File: src/rtl/core/u8d_pkg.sv
// ----------------------------------------------------------------------------
// u8d_pkg
// Types, constants and helpers shared by the UTF-8 byte stream decoder.
// ----------------------------------------------------------------------------
`default_nettype none

package u8d_pkg;

   localparam int unsigned BYTE_W  = 8;
   localparam int unsigned CODE_W  = 32;
   localparam int unsigned COUNT_W = 4;
   localparam int unsigned LEFT_W  = 3;
   localparam int unsigned CONT_W  = 6;   // payload bits per continuation byte

   // Decoder state carried between bytes
   typedef struct packed {
      logic [CODE_W-1:0]  acc;
      logic [LEFT_W-1:0]  left;   // bytes still expected, zero = idle
      logic [COUNT_W-1:0] len;    // length of the open sequence
   } state_type;

   // Result of one decode step
   typedef struct packed {
      logic               emit;
      logic [CODE_W-1:0]  code_point;
      logic [COUNT_W-1:0] byte_count;
   } result_type;

   // Count of leading one bits, 0..8
   function automatic logic [COUNT_W-1:0] lead_ones(input logic [BYTE_W-1:0] b);
      logic [COUNT_W-1:0] n;
      logic               run;
      n   = '0;
      run = 1'b1;
      for (int k = BYTE_W - 1; k >= 0; k--) begin
         run = run & b[k];
         if (run) begin
            n = n + COUNT_W'(1);
         end
      end
      return n;
   endfunction

endpackage

`default_nettype wire

File: src/rtl/core/u8d_step.sv
// ----------------------------------------------------------------------------
// u8d_step
// One decode step: lead byte classification and shift-accumulate.
// ----------------------------------------------------------------------------
`default_nettype none

module u8d_step (
   input  u8d_pkg::state_type              state_q,
   input  logic [u8d_pkg::BYTE_W-1:0]      data_byte,
   input  logic                            is_last,
   output u8d_pkg::state_type              state_d,
   output u8d_pkg::result_type             result
);

   logic [u8d_pkg::COUNT_W-1:0] ones;
   logic [u8d_pkg::CODE_W-1:0]  acc_sh;
   logic [u8d_pkg::LEFT_W-1:0]  left_m1;
   logic [u8d_pkg::COUNT_W-1:0] ones_m1;
   logic [u8d_pkg::BYTE_W-1:0]  lead_bits;

   assign ones      = u8d_pkg::lead_ones(data_byte);
   assign acc_sh    = {state_q.acc[u8d_pkg::CODE_W-u8d_pkg::CONT_W-1:0],
                       data_byte[u8d_pkg::CONT_W-1:0]};
   assign left_m1   = state_q.left - u8d_pkg::LEFT_W'(1);
   assign ones_m1   = ones - u8d_pkg::COUNT_W'(1);
   // lead payload bits; a shift by eight leaves nothing
   assign lead_bits = data_byte & (u8d_pkg::BYTE_W'(8'hff) >> ones);

   always_comb begin
      state_d = state_q;
      result  = '0;
      if (state_q.left != '0) begin
         // continuation byte, not validated
         if (left_m1 == '0) begin
            result.emit       = 1'b1;
            result.code_point = acc_sh;
            result.byte_count = state_q.len;
            state_d           = '0;
         end else if (is_last) begin
            state_d = '0;     // truncated by end of buffer
         end else begin
            state_d.acc  = acc_sh;
            state_d.left = left_m1;
         end
      end else if (ones == u8d_pkg::COUNT_W'(0)) begin
         // plain ASCII
         result.emit       = 1'b1;
         result.code_point = u8d_pkg::CODE_W'(data_byte);
         result.byte_count = u8d_pkg::COUNT_W'(1);
         state_d           = '0;
      end else if (ones == u8d_pkg::COUNT_W'(1)) begin
         // stray continuation used as a lead: one byte, top bit dropped
         result.emit       = 1'b1;
         result.code_point = u8d_pkg::CODE_W'(data_byte[u8d_pkg::BYTE_W-2:0]);
         result.byte_count = u8d_pkg::COUNT_W'(1);
         state_d           = '0;
      end else if (is_last) begin
         state_d = '0;
      end else begin
         // open a multi-byte sequence
         state_d.acc  = u8d_pkg::CODE_W'(lead_bits);
         state_d.left = ones_m1[u8d_pkg::LEFT_W-1:0];
         state_d.len  = ones;
      end
   end

endmodule

`default_nettype wire

File: src/rtl/core/utf8_byte_stream_decoder.sv
// An accepted byte is held in the input register, then its result in the result register.
// Throughput: one byte per cycle; the input register, one decode step and the
//   result register form a two-stage pipeline that advances whenever the result is free.
// Reset: synchronous, active high; clears both stage valids and the decode state.
// ----------------------------------------------------------------------------
// utf8_byte_stream_decoder
// Streaming UTF-8 style decoder, one byte per beat, one code point per sequence.
// ----------------------------------------------------------------------------
`default_nettype none

module utf8_byte_stream_decoder (
   input  logic                             clock,
   input  logic                             reset,
   input  logic                             req_valid,
   output logic                             req_ready,
   input  logic [u8d_pkg::BYTE_W-1:0]       req_data_byte,
   input  logic                             req_is_last,
   output logic                             rsp_valid,
   input  logic                             rsp_ready,
   output logic [u8d_pkg::CODE_W-1:0]       rsp_code_point,
   output logic [u8d_pkg::COUNT_W-1:0]      rsp_byte_count
);

   logic                          s1_valid_ff, s1_valid_in;
   logic [u8d_pkg::BYTE_W-1:0]    s1_byte_ff;
   logic                          s1_last_ff;
   u8d_pkg::state_type            state_ff, state_in;
   logic                          rsp_valid_ff, rsp_valid_in;
   logic [u8d_pkg::CODE_W-1:0]    rsp_code_ff;
   logic [u8d_pkg::COUNT_W-1:0]   rsp_count_ff;
   u8d_pkg::state_type            step_state;
   u8d_pkg::result_type           step_res;
   logic                          fire;
   logic                          in_beat;

   // decode of the byte held in the input register
   u8d_step u_step (
      .state_q   (state_ff),
      .data_byte (s1_byte_ff),
      .is_last   (s1_last_ff),
      .state_d   (step_state),
      .result    (step_res)
   );

   // pipeline control
   assign fire      = s1_valid_ff & (~rsp_valid_ff | rsp_ready);
   assign req_ready = ~s1_valid_ff | fire;
   assign in_beat   = req_valid & req_ready;

   always_comb begin
      s1_valid_in  = in_beat | (s1_valid_ff & ~fire);
      state_in     = fire ? step_state : state_ff;
      rsp_valid_in = fire ? step_res.emit : (rsp_valid_ff & ~rsp_ready);
   end

   // control registers
   always_ff @(posedge clock) begin
      if (reset) begin
         s1_valid_ff  <= 1'b0;
         rsp_valid_ff <= 1'b0;
         state_ff     <= '0;
      end else begin
         s1_valid_ff  <= s1_valid_in;
         rsp_valid_ff <= rsp_valid_in;
         state_ff     <= state_in;
      end
   end

   // payload registers
   always_ff @(posedge clock) begin
      if (in_beat) begin
         s1_byte_ff <= req_data_byte;
         s1_last_ff <= req_is_last;
      end
      if (fire && step_res.emit) begin
         rsp_code_ff  <= step_res.code_point;
         rsp_count_ff <= step_res.byte_count;
      end
   end

   assign rsp_valid      = rsp_valid_ff;
   assign rsp_code_point = rsp_code_ff;
   assign rsp_byte_count = rsp_count_ff;

endmodule

`default_nettype wire

File: config.mk
export PLATFORM = sky130hd
export DESIGN_NAME = utf8_byte_stream_decoder
export DESIGN_NICKNAME = d
export VERILOG_FILES = /design/src/rtl/core/u8d_pkg.sv /design/src/rtl/core/u8d_step.sv /design/src/rtl/core/utf8_byte_stream_decoder.sv
export SDC_FILE = /design/constraint.sdc
export NUM_CORES = 1
export LEC_CHECK = 0
export ABC_AREA = 1
export BUFFER_PORTS_ARGS = -buffer_cell sky130_fd_sc_hd__buf_2
export CORE_MARGIN = 3
export CORE_UTILIZATION = 40
export CTS_CLUSTER_DIAMETER = 40
export CTS_CLUSTER_SIZE = 40
export DETAILED_ROUTE_END_ITERATION = 6
export SKIP_CTS_REPAIR_TIMING = 1
export SLEW_MARGIN = 0
export SYNTH_ARGS = -nofsm -noshare
export SYNTH_HDL_FRONTEND = slang
export SYNTH_SLANG_ARGS = --single-unit
export TNS_END_PERCENT = 100
File: constraint.sdc
create_clock -name clock -period 4.05 [get_ports clock]
set_clock_uncertainty 0.05 [all_clocks]
set_input_delay 0.81 -clock clock [delete_from_list [all_inputs] [get_ports clock]]
set_output_delay 0.81 -clock clock [all_outputs]
set_load 0.02 [all_outputs]
==> flow_summary.toml <==
[floorplan]
die_h_um = 101
dieArea_um2 = 10300
boundaryPins = 51
die_w_um = 101
core_area_um2 = 8810
std_cell_rows = 34
start_util_pct = 41.4

[global_routing]
globalRouteOverflowTotal = 0
grt_first_pass_wirelength_um = 12500
antenna_found_initial = 0
grt.total_usage_pct = 15.6
grt_max_degree = 40
grt_pass1_vias = 2705

[placement]
io_buffers = 50
hpwl_um = 5260
pre_cts_ws_ns = -0.227
place_congestion = 0.857

[detailed_routing]
postRouteAntennaNets = 0
vias_per_cell = 4.92
routedWlPerCell_um = 13.9
num_vias = 2839
drcViolationCount = 0
wl_um = 8030
drt_iter0_drc = 85
drtPass1Iterations = 5

[synth]
synthCells = 390
synth_top_area_share_pct = 37.1
ys_types = 33
ys_async_sr_fraction_pct = 0
synth_fp_nets = 415
synth_top_family_by_area = "simple AND/OR/NAND/NOR gates"
synth_compound_area_share_pct = 11.5
synth_simple_gate_area_share_pct = 18.8
synthAdderAreaFrac_pct = 4.12
syn_area_um2 = 3640
ys_top_cells_by_count = "inv_1 (61), nand2_1 (47), edfxtp_1 (45), nor2_1 (45), dfxtp_1 (35)"
yosysWarnings = 0
synth_edf_count = 45
synth.area.mux_share_pct = 0
synth-xor-area-share_pct = 0.481
yosysTopAreaCell = "edfxtp_1"
avgSynthCellArea_um2 = 9.35
ys.flop_type = "edfxtp_1"
seq_area_frac_synth_pct = 56.3
ys_top_cells_by_area = "edfxtp_1 (37%), dfxtp_1 (19%), inv_1 (6.3%), nand2_1 (4.8%), nor2_1 (4.6%)"
synth_most_common_cell = "inv_1"
synth.ff_latch_count = 80

[power]
p_leak_nw = 1.81
p_seq_share_pct = 50.3
powerDensity_nw_per_um2 = 393
p_comb_share_pct = 16.4
clock_power_share_pct = 33.4
swShare_pct = 28.7
vdd_drop_max_v = 0.000170
power.switching_mw = 0.526
finalPower_mw = 1.84
intPower_mw = 1.31

[finish]
n_antenna_cell = 0
drive_gt1_share_pct = 32.4
fill_cells = 803
fin_nets = 489
area_growth_pct = 28.0

[sta]
finalCritPeriodShare_pct = 103
fin_crit_ns = 4.16
rsz0062_at_grt = "yes"
relSlewSlack_pct = 57.8
final_hold_viol_count = 0
setup_viol = 47
setup_slack_ns = -0.111
worst_hold_slack_ns = 0.417
fmax_mhz = 240
worst_pin_slew_ns = 0.633
slew_violations = 0

[critical_path]
worstPathCellList = "a21oi_2 -> ha_4 -> nor2_4 -> nor2_4 -> ha_4 -> nand2_4 -> nand2_4 -> ha_4 -> or2_0 -> nand2_1 -> inv_2 -> ha_4 -> nand3_2 -> nand2_1 -> ha_1 -> or2_0 -> nand2_2 -> ha_4 -> nor2_4 -> inv_2 -> nand3_4 -> nand2_4 -> nand2_8 -> inv_6"
path_delay_family = "simple AND/OR/NAND/NOR gates"
path_class = "register to register"
end_kind = "register"
worst-path-buf-inv = 3
worst-path-max-fanout = 7
max_stage_delay_ns = 0.44
worstPathArrival_ns = 4.19
cp-start-kind = "register"
path_common_cell = "ha_4"
crit_required_ns = 4.08
critPathLaunch = "s1_byte_ff[6]"
crit_path_top_delay_cell = "edfxtp_1"
regToRegStartpoint = "s1_byte_ff[6]"

[clock_tree]
clockBufferDepth = 2
clock-sinks = 80
clk_latency_ns = 0.36
clock-root-buffer = "clkbuf_8"
cts_made_buffers = 9
htree_levels = 3
clkSlewWorstSetupHoldPaths_ns = 0.08
tritoncts = "yes"

[job]
maxCapViolations = 0

[outcome]
status = "complete, but fails checks"
failed_checks = "negative setup slack"

[hold_path]
min-delay-start = "state_ff[3]"
hold_class = "register to register"
## cell families after synthesis
kind of cell	count (synthesis)
buffers and inverters	84
AOI/OAI and AO/OA	72
adders and majority gates	12
and+or+nand+nor	140
xor gates and xnor gates	2
DFF	80
## through the flow
step / instances / TNS (ns) / utilization [%] / cell area (µm²)
after detailed placement: 549 / -9.32 / 46.8 / 4120
after global placement: 549 / -1.83 / 46.8 / 4120
after global routing: 577 / -10.94 / 53.0 / 4670
after floorplan: 390 / 0 / - / 3680
after CTS: 565 / -9.44 / 49.2 / 4330
final: 577 / -4.04 / 53.0 / 4670
## per-layer routing
layer | wire (µm) | global-route usage [%] | up-vias
met5 | 0 | 0 | -
met4 | 116 | 5.11 | 0
met3 | 304 | 3.86 | 10
met2 | 4140 | 27.2 | 61
met1 | 3470 | 18.8 | 1329
li1 | - | - | 1439
## power by group through the flow
stage / clock (mW) / combinational (mW) / sequential (mW)
floorplan: 0 / 0.135 / 0.964
global placement: 0 / 0.236 / 0.940
detailed placement: 0 / 0.240 / 0.941
CTS: 0.628 / 0.241 / 0.922
global route: 0.662 / 0.330 / 0.928
finish: 0.613 / 0.300 / 0.923
## worst min-delay path: cells and delay by family (launching register included)
kind               cells  cell delay [ns]
DFF                    1             0.31
and+or+nand+nor        1             0.06
AOI/OAI and AO/OA      1             0.05
## worst paths after layout
check	cells past startpoint	to	slack [ns]
hold reg to reg	2	state_ff[3]	0.42
hold / removal	2	state_ff[3]	0.42
setup reg to reg	24	rsp_code_point[31]	-0.11
setup / recovery	24	rsp_code_point[31]	-0.11
## cell type report
| type | instances | area, µm² | share of cell area, % |
|---|---|---|---|
| repair inverters | 5 | 66.3 | 1.42 |
| clock buffers | 9 | 124 | 2.65 |
| flip-flops and latches | 80 | 2050 | 44.0 |
| clock inverters | 7 | 83.8 | 1.80 |
| well taps | 108 | 135 | 2.90 |
| multi-input cells | 226 | 1480 | 31.7 |
| repair buffers | 73 | 434 | 9.30 |
| inverters | 69 | 293 | 6.27 |
## sequential cells by signal, indices dropped and copies added (netlist names)
register	flops
state_ff	33
rsp_code_point	32
s1_byte_ff	8
rsp_byte_count	4
rsp_valid	1
s1_last_ff	1
s1_valid_ff	1
## placed cells by master (no fill, tap or decap), types with 3 or more instances in the layout
master	Yosys	final
edfxtp_1	45	45
nor2_2	7	7
a21oi_2	1	5
nand3_2	5	7
clkinv_8	0	3
ha_4	0	6
ha_1	12	5
nand3_4	0	3
o21ai_0	29	28
nor2_1	45	42
nand2_2	8	8
a211oi_1	20	19
clkbuf_8	0	9
buf_2	1	50
buf_4	1	20
clkinv_1	3	3
nand3_1	17	12
inv_2	5	6
dfxtp_1	35	35
nor2_4	0	3
nand2_4	0	3
buf_6	0	3
inv_1	61	58
inv_6	0	5
a21oi_1	18	14
nand2_1	47	43
No activity file was read; power rests on OpenSTA's default activity.
